--- config.mk ---
export PLATFORM = sky130hd
export DESIGN_NAME = pattern_debounce_edge_detector
export DESIGN_NICKNAME = d
export VERILOG_FILES = /design/src/rtl/pded_pkg.sv /design/src/rtl/pded_lane.sv /design/src/rtl/pded_merge.sv /design/src/rtl/pattern_debounce_edge_detector.sv
export SDC_FILE = /design/constraint.sdc
export NUM_CORES = 1
export LEC_CHECK = 0
export CAP_MARGIN = 20
export CORE_MARGIN = 3
export CORE_UTILIZATION = 39
export CTS_CLUSTER_DIAMETER = 80
export DETAILED_ROUTE_END_ITERATION = 6
export DONT_BUFFER_PORTS = 1
export PLACE_DENSITY_LB_ADDON = 0.25
export SLEW_MARGIN = 40
export SYNTH_ARGS = -nofsm -noshare
export SYNTH_HDL_FRONTEND = slang
export SYNTH_HIERARCHICAL = 1
export SYNTH_SLANG_ARGS = --single-unit
--- constraint.sdc ---
create_clock -name clock -period 3.4 [get_ports clock]
set_clock_uncertainty 0.15 [all_clocks]
set_input_delay 0.17 -clock clock [delete_from_list [all_inputs] [get_ports clock]]
set_output_delay 0.17 -clock clock [all_outputs]
set_load 0.005 [all_outputs]
--- src/rtl/pded_pkg.sv ---
package pded_pkg;

   typedef logic [2:0] func_type;

   localparam func_type FUNC_TICK  = 3'd0;
   localparam func_type FUNC_LEVEL = 3'd1;
   localparam func_type FUNC_RISE  = 3'd2;
   localparam func_type FUNC_FALL  = 3'd3;
   localparam func_type FUNC_CLEAR = 3'd4;

   localparam int unsigned HIST_W = 16;
   localparam logic [HIST_W-1:0] PAT_RISE = 16'h00FF;
   localparam logic [HIST_W-1:0] PAT_FALL = 16'hFF00;

   // Per-lane commands issued by the decoder for one accepted transaction.
   typedef struct packed {
      logic tick;
      logic pin;
      logic clr_rise;
      logic clr_fall;
   } lane_ctrl_type;

   // What one lane reports back to the merge stage.
   typedef struct packed {
      logic level;
      logic rise;
      logic fall;
   } lane_status_type;

endpackage

--- src/rtl/pded_lane.sv ---
module pded_lane (
   input  logic                     clock,
   input  logic                     reset,
   input  pded_pkg::lane_ctrl_type  ctrl,
   output pded_pkg::lane_status_type status
);
   import pded_pkg::*;

   logic [HIST_W-1:0] history_ff, history_in;
   logic              level_ff, level_in;
   logic              rise_ff, rise_in;
   logic              fall_ff, fall_in;
   logic [HIST_W-1:0] shifted;

   assign shifted = {history_ff[HIST_W-2:0], ctrl.pin};

   always_comb begin
      history_in = history_ff;
      level_in   = level_ff;
      rise_in    = rise_ff;
      fall_in    = fall_ff;
      if (ctrl.tick) begin
         history_in = shifted;
         if (shifted == PAT_FALL) begin
            level_in = 1'b0;
            fall_in  = 1'b1;
         end else if (shifted == PAT_RISE) begin
            level_in = 1'b1;
            rise_in  = 1'b1;
         end
      end else begin
         if (ctrl.clr_rise) begin
            rise_in = 1'b0;
         end
         if (ctrl.clr_fall) begin
            fall_in = 1'b0;
         end
      end
   end

   always_ff @(posedge clock) begin
      if (reset) begin
         history_ff <= '0;
         level_ff   <= 1'b0;
         rise_ff    <= 1'b0;
         fall_ff    <= 1'b0;
      end else begin
         history_ff <= history_in;
         level_ff   <= level_in;
         rise_ff    <= rise_in;
         fall_ff    <= fall_in;
      end
   end

   assign status.level = level_ff;
   assign status.rise  = rise_ff;
   assign status.fall  = fall_ff;

   // The level always agrees with a matching pattern still held in the history.
   assert property (@(posedge clock) disable iff (reset)
      (history_ff == PAT_RISE) |-> level_ff)
      else $error("level low while history holds the rising pattern");

   assert property (@(posedge clock) disable iff (reset)
      (history_ff == PAT_FALL) |-> !level_ff)
      else $error("level high while history holds the falling pattern");

   assert property (@(posedge clock) disable iff (reset)
      $rose(rise_ff) |-> (history_ff == PAT_RISE))
      else $error("rising flag set without the rising pattern");

   assert property (@(posedge clock) disable iff (reset)
      $rose(fall_ff) |-> (history_ff == PAT_FALL))
      else $error("falling flag set without the falling pattern");

endmodule

--- src/rtl/pded_merge.sv ---
module pded_merge #(
   parameter int NUM_INPUTS = 32
) (
   input  logic                      clock,
   input  logic                      reset,
   input  logic                      accept,
   input  pded_pkg::func_type        func,
   input  logic [7:0]                channel,
   input  logic                      in_range,
   input  pded_pkg::lane_status_type status [NUM_INPUTS],
   output logic                      out_free,
   output logic                      rsp_valid,
   input  logic                      rsp_ready,
   output logic                      rsp_value
);
   import pded_pkg::*;

   localparam int IDX_W = (NUM_INPUTS > 1) ? $clog2(NUM_INPUTS) : 1;

   logic            valid_ff, valid_in;
   logic            value_ff, value_in;
   lane_status_type picked;
   logic            read_bit;

   assign picked = in_range ? status[channel[IDX_W-1:0]] : '0;

   always_comb begin
      case (func)
         FUNC_LEVEL: read_bit = picked.level;
         FUNC_RISE:  read_bit = picked.rise;
         FUNC_FALL:  read_bit = picked.fall;
         default:    read_bit = 1'b0;
      endcase
   end

   // The output register can take a new transaction when empty or draining.
   assign out_free = !valid_ff || rsp_ready;

   always_comb begin
      valid_in = valid_ff;
      value_in = value_ff;
      if (accept) begin
         valid_in = 1'b1;
         value_in = read_bit & in_range;
      end else if (rsp_ready) begin
         valid_in = 1'b0;
      end
   end

   always_ff @(posedge clock) begin
      if (reset) begin
         valid_ff <= 1'b0;
      end else begin
         valid_ff <= valid_in;
      end
   end

   always_ff @(posedge clock) begin
      value_ff <= value_in;
   end

   assign rsp_valid = valid_ff;
   assign rsp_value = value_ff;

   assert property (@(posedge clock) disable iff (reset)
      (accept && !in_range) |=> !value_ff)
      else $error("out-of-range query returned a nonzero value");

   assert property (@(posedge clock) disable iff (reset)
      (accept && func == FUNC_TICK) |=> !value_ff)
      else $error("tick returned a nonzero value");

   assert property (@(posedge clock) disable iff (reset)
      accept |=> valid_ff)
      else $error("accepted transaction produced no result");

endmodule

--- src/rtl/pattern_debounce_edge_detector.sv ---
// Pattern debouncer with sticky edge flags for NUM_INPUTS pin channels.
// Request channel (req_valid/req_ready) carries one transaction: req_func
// selects a tick, which shifts every channel's req_pins bit into its 16-bit
// history, or a query on req_channel (read level, read and clear the rising
// or falling flag, clear both flags). Every request yields exactly one
// response on rsp_valid/rsp_ready with a single bit rsp_value; ticks,
// clears and queries on channels at or above NUM_INPUTS return 0.
// All channels are separate lanes that update in the cycle a request is
// accepted; a merge stage selects the queried lane into the output register.
// rsp_valid rises in the cycle after acceptance, and one request is
// taken every cycle as long as the response side keeps up. When the receiver
// stalls, the response is held and req_ready drops until it is taken, so
// nothing is lost. Reset clears all histories, levels, flags and the
// output valid flag, and req_ready stays low while reset is held.
module pattern_debounce_edge_detector #(
   parameter int NUM_INPUTS = 32
) (
   input  logic                clock,
   input  logic                reset,
   input  logic                req_valid,
   output logic                req_ready,
   input  pded_pkg::func_type  req_func,
   input  logic [31:0]         req_pins,
   input  logic [7:0]          req_channel,
   output logic                rsp_valid,
   input  logic                rsp_ready,
   output logic                rsp_value
);
   import pded_pkg::*;

   logic            accept;
   logic            out_free;
   logic            in_range;
   logic            is_tick;
   logic            clr_rise_op;
   logic            clr_fall_op;
   lane_ctrl_type   ctrl   [NUM_INPUTS];
   lane_status_type status [NUM_INPUTS];

   assign req_ready   = out_free && !reset;
   assign accept      = req_valid && req_ready;
   assign in_range    = ({24'd0, req_channel} < 32'(NUM_INPUTS));
   assign is_tick     = (req_func == FUNC_TICK);
   assign clr_rise_op = (req_func == FUNC_RISE) || (req_func == FUNC_CLEAR);
   assign clr_fall_op = (req_func == FUNC_FALL) || (req_func == FUNC_CLEAR);

   for (genvar i = 0; i < NUM_INPUTS; i++) begin : g_lane
      logic hit;
      assign hit = accept && in_range && (req_channel == 8'(i));
      assign ctrl[i].tick     = accept && is_tick;
      assign ctrl[i].pin      = req_pins[i];
      assign ctrl[i].clr_rise = hit && clr_rise_op;
      assign ctrl[i].clr_fall = hit && clr_fall_op;

      pded_lane u_lane (
         .clock  (clock),
         .reset  (reset),
         .ctrl   (ctrl[i]),
         .status (status[i])
      );
   end

   pded_merge #(
      .NUM_INPUTS (NUM_INPUTS)
   ) u_merge (
      .clock     (clock),
      .reset     (reset),
      .accept    (accept),
      .func      (req_func),
      .channel   (req_channel),
      .in_range  (in_range),
      .status    (status),
      .out_free  (out_free),
      .rsp_valid (rsp_valid),
      .rsp_ready (rsp_ready),
      .rsp_value (rsp_value)
   );

endmodule

==> qor.txt, run 1 <==
Commonest cells after routing, fill and taps aside = nor2_1, dfxtp_1, dlygate4sd3_1, mux2i_1, a21oi_1
Peak supply drop = 0.000366 V
Htree depth = 2
Largest net degree at the start of global routing = 406
First-pass GRT wire length = 101000 µm
Outcome = complete, no violations
WL/cell = 15.5 µm
Cell variety after synth = 46
Worst Tran Pin Value = 0.838 ns
Sw Pwr = 2.96 mW
Most common cell after layout, fill and taps aside = nor2_1
Static leakage = 11.7 nW
Worst-path clk slew = 0.06 ns
Die Wd = 261 µm
Clk sink count = 578
Antenna violations before repair = 4
Gate power share = 2.2%
Routed Antenna Nets = 0
Vias in the first global route = 19956
Die footprint = 0.0679 mm²
Endpoints failing setup = 0
Max clock buf depth = 3
CP startpoint = u_merge/rsp_valid
Crit. End Element = register
GR Layer Usage met2 = 28.9%
Reg2reg start = u_merge/rsp_valid
Fin crit period = 3.35 ns
Initial Util = 39.7%
Clock share of power = 50.0%
Share of cells above drive strength 1 = 7.51%
GR Util met1 = 24.4%
Total gr overflow = 0
Yosys warns = 6
Worst-path fanout max = 35
Synth area leaders = dfxtp_1, mux2i_1, nor2_1
Net switching fraction of the power = 20.9%
Vias per cell = 5.13
Critical path endpoint = g_lane[3].u_lane/history_ff[0]
Inserted Clock Buffers = 60
Max-slew headroom = 44.2%
DP Cell Count = 3320
Cell taking the most area after synthesis = dfxtp_1
Via Count = 19991
Synth top area share = 45.7%
DRT Wirelength = 60400 µm
Worst-Skew Late Latency = 0.63 ns
Syn nets = 2719
CTS Root Cell = clkbuf_16
FF-to-FF setup slack = 0.05 ns
HP Class = in2reg
I/O Pins = 50
GRT busiest layer = met2
DRC viols = 0
Peak Freq = 299 MHz
Final hold violation count = 0
Post-Syn Instances = 2672
Drt first pass iters = 5
Nets = 3045
Post-synthesis average cell area = 9.47 µm²
Drt initial violations = 1230
All-Layer GR Usage = 17.8%
CTS tree = built
Post-synthesis sequential area ratio = 45.8%
Crit share post-route = 98.4%
PortBufs = 0
Final cell count without fillers = 3896
Num rows = 92
Syn-to-layout area delta = 27.2%
Reg2Reg Depth = 9
Slew Limit Fails = 0
Place WS = 0.664 ns
PwrDens = 441 mW/mm²
Startpoint types = register
Critical Path AT = 3.70 ns
Synth Flop Type = dfxtp_1
GP Congestion = 0.760
HPWL Detailed = 34700 µm
Setup WS post-layout = 0.0531 ns
CP Class = reg2reg
Die height = 261 µm
Yosys reg bits = 578
Cell internal pwr = 11.2 mW
Core area = 0.0637 mm²
Reg2reg end = g_lane[3].u_lane/history_ff[0]
Sequential share of power = 47.8%
CP required = 3.75 ns
Synthesized cell area = 0.0253 mm²
Post-synth ARST share = 0%
Met3 global-route usage = 3.05%
Max-Cap Viols = 0
Number of synthesized flops with an enable pin = 1
## cell usage after synthesis (all sizes together), types with 2 or more instances
cell type  count
nand3b         3
and3b          2
a21oi        129
a31o          33
dfxtp        577
nor4b          2
o21ai         65
nand4b        98
nor4          33
nand2         34
nand3         76
nor3b         33
a31oi          3
clkbuf        68
a22oi          2
nand4         36
nor2         579
or4b          32
mux2i        452
nor4bb         4
nand2b        34
buf          170
mux2           3
or4           32
mux4          24
nor3          33
nor2b          6
inv           97
## how the worst min path moves through the flow
stage | start | to | slack, ns | depth (start not counted)
4_1_cts | req_channel[5] | g_lane[4].u_lane/rise_ff | 0.001 | 6
6_report | req_channel[5] | g_lane[4].u_lane/fall_ff | 0.03 | 6
5_1_grt | reset | g_lane[27].u_lane/history_ff[14] | 0.01 | 2
3_5_place_dp | reset | g_lane[31].u_lane/history_ff[0] | 0.15 | 1
3_3_place_gp | reset | g_lane[31].u_lane/history_ff[1] | 0.14 | 1
2_1_floorplan | reset | u_merge/rsp_valid | 0.09 | 1
## registers in the layout, indices dropped and copies added (netlist names)
register and count:
g_lane.u_lane/fall_ff 32, g_lane.u_lane/level_ff 32, u_merge/rsp_value 1, u_merge/rsp_valid 1, g_lane.u_lane/history_ff 480, g_lane.u_lane/rise_ff 32
## power groups by stage
stage	clock, mW	sequential, mW	combinational, mW
4_1_cts	7.28	6.78	0.310
3_3_place_gp	0	6.94	0.189
6_report	7.10	6.78	0.313
5_1_grt	7.55	6.78	0.331
3_5_place_dp	0	6.94	0.190
2_1_floorplan	0	6.93	0.262
## kinds of logic after synthesis
logic type / count (synthesis) / share of synthesized area, %
flip-flops: 578 / 45.8
buffers and inverters: 335 / 6.84
AO/OA/AOI/OAI: 239 / 5.34
AND/OR/NAND/NOR: 1040 / 21.7
multiplexers: 479 / 20.3
XOR/XNOR: 1 / 0.0346
## per-layer routing
metal / part of all wire, % / vias to the layer above / wire (µm)
met2: 46 / 323 / 27600
met4: 2.3 / 4 / 1400
li1: - / 9952 / -
met1: 48 / 9609 / 28700
met5: 0.026 / - / 16
met3: 4.4 / 103 / 2650
## area by class of cell
type,count,area [µm²]
Fill cell,5713,31500
Multi-Input combinational cell,1759,12000
Sequential cell,578,11600
Timing Repair Buffer,502,5020
Clock buffer,86,1730
Tap cell,846,1060
Clock inverter,26,432
Inverter,97,364
Antenna cell,2,5.00
## metrics by stage
step	hold WS (ns)	setup TNS, ns	instance area [µm²]	power, mW	utilization [%]
after floorplan	0.0891	0	25300	7.19	-
after global placement	0.135	0	25400	7.12	39.9
after detailed placement	0.150	0	25400	7.13	39.9
after CTS	0.00123	0	32100	14.4	50.5
after global routing	0.0136	-0.0271	32200	14.7	50.6
final	0.0336	0	32200	14.2	50.6
## worst max-delay path, stage by stage, from the launching register on
cell	delay, ns
dfxtp_1	0.32
nand2b_1	0.25
and3b_1	0.31
nor4b_4	0.26
buf_4	0.20
clkbuf_16	0.26
mux2i_1	0.23
dlygate4sd3_1	0.59
nor2_1	0.05
dlygate4sd3_1	0.59
## what timing repair did
action	in CTS	in global routing
setup buffers	0	3
resized for setup	0	1
hold buffers	458	0
endpoints found under the hold margin	579	0
endpoints found under the setup margin	0	77
No activity file was read; power rests on OpenSTA's default activity.
==> run 2: changes to the inputs <==
- SYNTH_HIERARCHICAL: 1 -> unset
==> run 2 against run 1 <==
- first-iteration DRC count up 56%
- sequential share of layout area up 2.3 points
- non-clock buffer count down 47
- largest power group is now registers
- clock-buffer cell count up 7
- synthesized cell count up 9.6%
- largest cell class is now flip-flops and latches
- register-to-register slack better by 0.26 ns
- sequential cell count unchanged
==> qor.txt, run 2 <==
Reg2reg start = u_merge.rsp_valid (was u_merge/rsp_valid)
Largest Register = g_lane.u_lane.history_ff (was g_lane.u_lane/history_ff)
HP Start = req_channel[0] (was req_channel[5])
Number of synthesized flops with an enable pin = 1 (unchanged)
Cell family with the largest share of critical-path delay = buffers and inverters (unchanged)
Most frequent cell after synthesis = nand2_1 (was nor2_1)
Worst-Skew Late Latency = 0.63 ns (about the same)
Setup tns final = 0 ns (unchanged)
Final hold violation count = 0 (unchanged)
Synth top cells by count = nand2_1, dfxtp_1, a21oi_1, buf_2, nand4_1 (was nor2_1, dfxtp_1, mux2i_1, a21oi_1, nand4b_1)
GP Congestion = 0.792 (was 0.760)
Die Wd = 252 µm (was 261 µm)
Cell variety after synth = 42 (was 46)
Drt initial violations = 1923 (was 1230)
CTS tree = built (unchanged)
Clock share of power = 48.4% (was 50.0%)
Storage cell area = 0.0116 mm² (unchanged)
Total gr overflow = 0 (unchanged)
CTS Root Cell = clkbuf_16 (unchanged)
Post-synthesis sequential area ratio = 49.3% (was 45.8%)
Cell taking the most area after synthesis = dfxtp_1 (unchanged)
Final cell count without fillers = 4072 (was 3896)
Yosys reg bits = 578 (unchanged)
Drt first pass iters = 5 (unchanged)
Fillers = 5444 (was 5713)
Core area = 0.0594 mm² (was 0.0637 mm²)
Max-Cap Viols = 0 (unchanged)
Antenna violations before repair = 1 (was 4)
Max-slew headroom = 40.4% (was 44.2%)
Share of cells above drive strength 1 = 5.10% (was 7.51%)
Worst Tran Pin Value = 0.894 ns (was 0.838 ns)
Vias in the first global route = 20568 (was 19956)
Worst-path fanout max = 53 (was 35)
Largest net degree at the start of global routing = 362 (was 406)
Post-Syn Instances = 2929 (was 2672)
Total power = 13.7 mW (was 14.2 mW)
Utilization after layout = 51.0% (was 50.6%)
Static leakage = 10.3 nW (was 11.7 nW)
Endpoints failing setup = 0 (unchanged)
Gate power share = 2.1% (was 2.2%)
RSZ-0062 raised after global routing = no
Slew Limit Fails = 0 (unchanged)
First-pass GRT wire length = 108000 µm (was 101000 µm)
CP required = 3.81 ns (was 3.75 ns)
Critical Path AT = 3.50 ns (was 3.70 ns)
Most common cell after layout, fill and taps aside = nand2_1 (was nor2_1)
Sequential share of power = 49.5% (was 47.8%)
Slowest CP cell = dlygate4sd3_1 (unchanged)
CP Class = reg2reg (unchanged)
Post-synth ARST share = 0% (unchanged)
DRT Wirelength = 66600 µm (was 60400 µm)
Nets = 3295 (was 3045)
Commonest cells after routing, fill and taps aside = nand2_1, dfxtp_1, a21oi_1, dlygate4sd3_1, nand4_1 (was nor2_1, dfxtp_1, dlygate4sd3_1, mux2i_1, a21oi_1)
Die footprint = 0.0633 mm² (was 0.0679 mm²)
Worst-path clk slew = 0.06 ns (about the same)
PortBufs = 0 (unchanged)
Crit share post-route = 90.9% (was 98.4%)
Synth top area share = 49.1% (was 45.7%)
Via Count = 21972 (was 19991)
Yosys warns = 0 (was 6)
I/O Pins = 50 (unchanged)
WP buf/inv = 4 (unchanged)
Net switching fraction of the power = 21.5% (was 20.9%)
Post-CTS sizing = 0 (unchanged)
Crit. End Element = register (unchanged)
Post-synthesis average cell area = 8.03 µm² (was 9.47 µm²)
DRC viols = 0 (unchanged)
Multi-input combinational cell area = 0.0108 mm² (was 0.0120 mm²)
Num rows = 89 (was 92)
WL/cell = 16.4 µm (was 15.5 µm)
DP Cell Count = 3532 (was 3320)
Outcome = complete, no violations (unchanged)
Sw Pwr = 2.94 mW (was 2.96 mW)
PwrDens = 453 mW/mm² (was 441 mW/mm²)
Fin crit period = 3.09 ns (was 3.35 ns)
Synth area leaders = dfxtp_1, nand2_1, a21oi_1 (was dfxtp_1, mux2i_1, nor2_1)
Routed Antenna Nets = 0 (unchanged)
Clk sink count = 578 (unchanged)
HPWL Detailed = 37800 µm (was 34700 µm)
Largest register FFs = 480 (unchanged)
Peak supply drop = 0.000386 V (was 0.000366 V)
CP startpoint = u_merge.rsp_valid (was u_merge/rsp_valid)
Synth Flop Type = dfxtp_1 (unchanged)
Inserted Clock Buffers = 60 (unchanged)
Post-CTS Setup Repair Bufs = 0 (unchanged)
HP Class = in2reg (unchanged)
Syn nets = 2976 (was 2719)
Vias per cell = 5.40 (was 5.13)
Peak Freq = 323 MHz (was 299 MHz)
Die height = 252 µm (was 261 µm)
Crit-path cells = nand2b_1 -> nand3_4 -> nor4_4 -> buf_12 -> buf_12 -> nand2_1 -> dlygate4sd3_1 -> a21oi_1 -> dlygate4sd3_1 (was nand2b_1 -> and3b_1 -> nor4b_4 -> buf_4 -> clkbuf_16 -> mux2i_1 -> dlygate4sd3_1 -> nor2_1 -> dlygate4sd3_1)
Initial Util = 39.6% (was 39.7%)
Htree depth = 2 (unchanged)
All-Layer GR Usage = 20.4% (was 17.8%)
Synthesized cell area = 0.0235 mm² (was 0.0253 mm²)
Max clock buf depth = 3 (unchanged)
CP max stage delay = 0.57 ns (was 0.59 ns)
Cell internal pwr = 10.8 mW (was 11.2 mW)
Startpoint types = register (unchanged)
Syn-to-layout area delta = 28.7% (was 27.2%)
## run 2: changes by cell type in the layout (fill, tap and decap cells not counted), moves of 33 or more
cell,before,now
mux2i_1,452,5
a221oi_1,0,33
a31o_2,33,0
nand4_1,36,94
a21oi_1,129,514
nand2_1,34,963
nor4b_1,0,66
nor2_1,579,83
nand3_1,76,36
## run 2: power by group through the flow
stage	Clock (mW)	Combinational, mW	Sequential [mW]
after floorplan	0	0.225	6.93
after CTS	6.77	0.282	6.78
after global routing	7.04	0.304	6.78
final	6.63	0.286	6.79
after global placement	0	0.151	6.93
after detailed placement	0	0.156	6.94
## run 2: area by class of cell
class / instances / share of cell area (%)
clock buffer: 93 / 6.14
sequential: 578 / 38.3
antenna: 3 / 0.0248
tap: 773 / 3.20
inverter: 67 / 0.835
timing repair buffer: 455 / 15.4
clock inverter: 17 / 0.505
multi-input combinational: 2086 / 35.6
## run 2: stage by stage
stage / setup slack, ns / hold slack, ns / cell area (µm²)
CTS: 0.343 / 0.000337 / 30200
global route: 0.185 / 0.0211 / 30200
detailed placement: 0.845 / 0.139 / 23900
global placement: 1.01 / 0.127 / 23800
floorplan: 1.34 / 0.141 / 23500
finish: 0.309 / 0.0515 / 30300
## run 2: per-layer routing
layer,wire (µm),global-route usage (%)
met1,29700,27.0
met2,32100,34.9
met3,3570,3.48
met4,1200,4.66
met5,0,0
## run 2: worst min-delay path, delay by kind of cell
kind	cells	cell delay (ns)
compound gates	1	0.24
simple gates	2	0.33
## run 2: timing repair
action | in CTS | in global routing
hold buffers | 427 | 0
endpoints found under the hold margin | 579 | 0
endpoints found under the setup margin | 0 | 0
## run 2: worst paths after layout
| path | end | slack (ns) | cells after the start |
|---|---|---|---|
| min reg2reg | g_lane[1].u_lane.level_ff | 0.30 | 2 |
| max reg2reg | g_lane[10].u_lane.history_ff[0] | 0.31 | 9 |
| max | g_lane[10].u_lane.history_ff[0] | 0.31 | 9 |
| min | g_lane[29].u_lane.fall_ff | 0.05 | 3 |
## run 2: logic make-up after synthesis
group,synth area share (%)
simple gates,27.7
compound gates,15.4
flops,49.3
buf+inv,5.03
mux,2.56
xor+xnor,0.0373
==> run 3: changes to the inputs <==
- RECOVER_POWER: unset -> 100
==> run 3 against run 2 <==
- total power about the same
- die area stayed put
- clock power about the same
- register-to-register slack worse by 0.06 ns
- sequential share of layout area is essentially flat
- cell count is essentially flat
- utilization barely moved
==> qor.txt, run 3 (same netlist as run 2, synthesis figures left out) <==
Static leakage = 10.3 nW (about the same)
Critical Path AT = 3.51 ns (was 3.50 ns)
Peak Freq = 317 MHz (was 323 MHz)
Crit. End Element = register (unchanged)
Syn-to-layout area delta = 28.6% (was 28.7%)
All-Layer GR Usage = 20.4% (unchanged)
Worst Tran Pin Value = 0.972 ns (was 0.894 ns)
Drt initial violations = 1862 (was 1923)
Routed length on met3 = 3470 µm (was 3570 µm)
HP Start = req_channel[0] (unchanged)
Vias in the first global route = 20568 (unchanged)
Via Count = 21980 (was 21972)
Max-Cap Viols = 0 (unchanged)
Post-CTS sizing = 0 (unchanged)
Total power = 13.7 mW (about the same)
Crit share post-route = 92.7% (was 90.9%)
WL/cell = 16.4 µm (about the same)
HPWL Detailed = 37800 µm (unchanged)
CP Class = reg2reg (unchanged)
Largest net degree at the start of global routing = 362 (unchanged)
Antenna violations before repair = 1 (unchanged)
Reg2reg end = g_lane[3].u_lane.history_ff[1] (was g_lane[10].u_lane.history_ff[0])
Setup tns final = 0 ns (unchanged)
CTS Root Cell = clkbuf_16 (unchanged)
DRT Wirelength = 66700 µm (was 66600 µm)
HP Class = in2reg (unchanged)
Commonest cells after routing, fill and taps aside = nand2_1, dfxtp_1, a21oi_1, dlygate4sd3_1, nand4_1 (unchanged)
Core area = 0.0594 mm² (unchanged)
Final cell count without fillers = 4071 (was 4072)
Fin crit period = 3.15 ns (was 3.09 ns)
Drt first pass iters = 7 (was 5)
Reg2Reg Depth = 9 (unchanged)
Worst-Skew Late Latency = 0.63 ns (about the same)
FF-to-FF setup slack = 0.25 ns (was 0.31 ns)
Largest register FFs = 480 (unchanged)
Die footprint = 0.0633 mm² (unchanged)
Clk sink count = 578 (unchanged)
CP required = 3.75 ns (was 3.81 ns)
Die height = 252 µm (unchanged)
Worst-path fanout max = 122 (was 53)
Die Wd = 252 µm (unchanged)
Htree depth = 2 (unchanged)
Final hold violation count = 0 (unchanged)
PwrDens = 453 mW/mm² (about the same)
Largest Register = g_lane.u_lane.history_ff (unchanged)
Top Layer Used = met4 (unchanged)
Peak supply drop = 0.000385 V (was 0.000386 V)
Initial Util = 39.6% (unchanged)
DP Cell Count = 3532 (unchanged)
First-pass GRT wire length = 108000 µm (unchanged)
Metal2 WL = 32000 µm (was 32100 µm)
Worst-path clk slew = 0.06 ns (about the same)
M1 WL = 30000 µm (was 29700 µm)
Startpoint types = register (unchanged)
Share of cells above drive strength 1 = 4.92% (was 5.10%)
Max-slew headroom = 35.2% (was 40.4%)
Sw Pwr = 2.94 mW (about the same)
Reg2reg start = u_merge.rsp_valid (unchanged)
GP Congestion = 0.792 (unchanged)
Sequential share of power = 49.5% (about the same)
Net switching fraction of the power = 21.5% (about the same)
Total gr overflow = 0 (unchanged)
Max clock buf depth = 3 (unchanged)
Endpoint, Worst Hold = g_lane[29].u_lane.fall_ff (unchanged)
Outcome = complete, no violations (unchanged)
Worst Hold Path Cells = 3 (unchanged)
CTS tree = built (unchanged)
RSZ-0062 raised after global routing = no (unchanged)
Routed Antenna Nets = 0 (unchanged)
Most common cell after layout, fill and taps aside = nand2_1 (unchanged)
I/O Pins = 50 (unchanged)
Slew Limit Fails = 0 (unchanged)
Cell internal pwr = 10.8 mW (about the same)
Inserted Clock Buffers = 60 (unchanged)
Num rows = 89 (unchanged)
DRC viols = 0 (unchanged)
Vias per cell = 5.40 (about the same)
Gate power share = 2.1% (about the same)
CP startpoint = u_merge.rsp_valid (unchanged)
PortBufs = 0 (unchanged)
Clock share of power = 48.4% (about the same)
Nets = 3295 (unchanged)
Endpoints failing setup = 0 (unchanged)
==> run 3: changes by cell type in the layout (fill, tap and decap cells not counted) <==
| cell | change |
|---|---|
| buf_4 | -5 |
| clkbuf_1 | +5 |
| diode_2 | -1 |
| or4_1 | +1 |
| or4_4 | -1 |
==> run 3: routing by layer <==
metal,vias up,global-route usage (%)
li1,10838,-
met1,10519,27.0
met4,0,4.66
met5,-,0
met3,90,3.48
met2,533,34.9
==> run 3: power groups by stage <==
stage	Combinational, mW	Clock (mW)	Sequential, mW
after floorplan	0.225	0	6.93
after global placement	0.151	0	6.93
after detailed placement	0.156	0	6.94
after CTS	0.282	6.77	6.78
after global routing	0.303	7.04	6.78
final	0.285	6.64	6.79
==> run 3: stage by stage <==
stage | setup WS (ns) | hold slack, ns | utilization (%) | instance area [µm²]
after floorplan | 1.34 | 0.141 | - | 23500
after global placement | 1.01 | 0.127 | 40.2 | 23800
after detailed placement | 0.845 | 0.139 | 40.3 | 23900
after CTS | 0.343 | 0.000337 | 50.9 | 30200
after global routing | 0.0978 | 0.0211 | 50.9 | 30200
final | 0.249 | 0.0429 | 50.9 | 30200
==> run 3: critical path, cell delays in order (launching register included) <==
cell and delay (ns):
dfxtp_1 0.33, nand2b_1 0.12, nand3_4 0.20, or4_1 0.56, buf_12 0.23, buf_16 0.22, buf_16 0.30, nand2_1 0.17
a21oi_1 0.07, dlygate4sd3_1 0.59
==> run 3: how the worst max path moves through the flow <==
stage / depth (start not counted) / endpoint / slack [ns]
final: 9 / g_lane[3].u_lane.history_ff[1] / 0.25
after global routing: 8 / g_lane[27].u_lane.history_ff[0] / 0.1
after CTS: 9 / g_lane[4].u_lane.history_ff[2] / 0.34
after detailed placement: 8 / g_lane[24].u_lane.level_ff / 0.85
after global placement: 6 / g_lane[12].u_lane.level_ff / 1.01
after floorplan: 6 / u_merge.rsp_value / 1.34
==> run 3: what timing repair did <==
item                      CTS  global route
hold endpoints to repair  579             0
buffers inserted            0             0
hold buffers              427             0
==> run 3: layout make-up <==
class	instances	area, µm²
antenna	2	5.00
clock buffer	93	1860
clock inverter	17	153
fill	5455	29100
inverter	67	253
multi-input combinational	2086	10800
sequential	578	11600
tap	773	967
timing repair buffer	455	4650
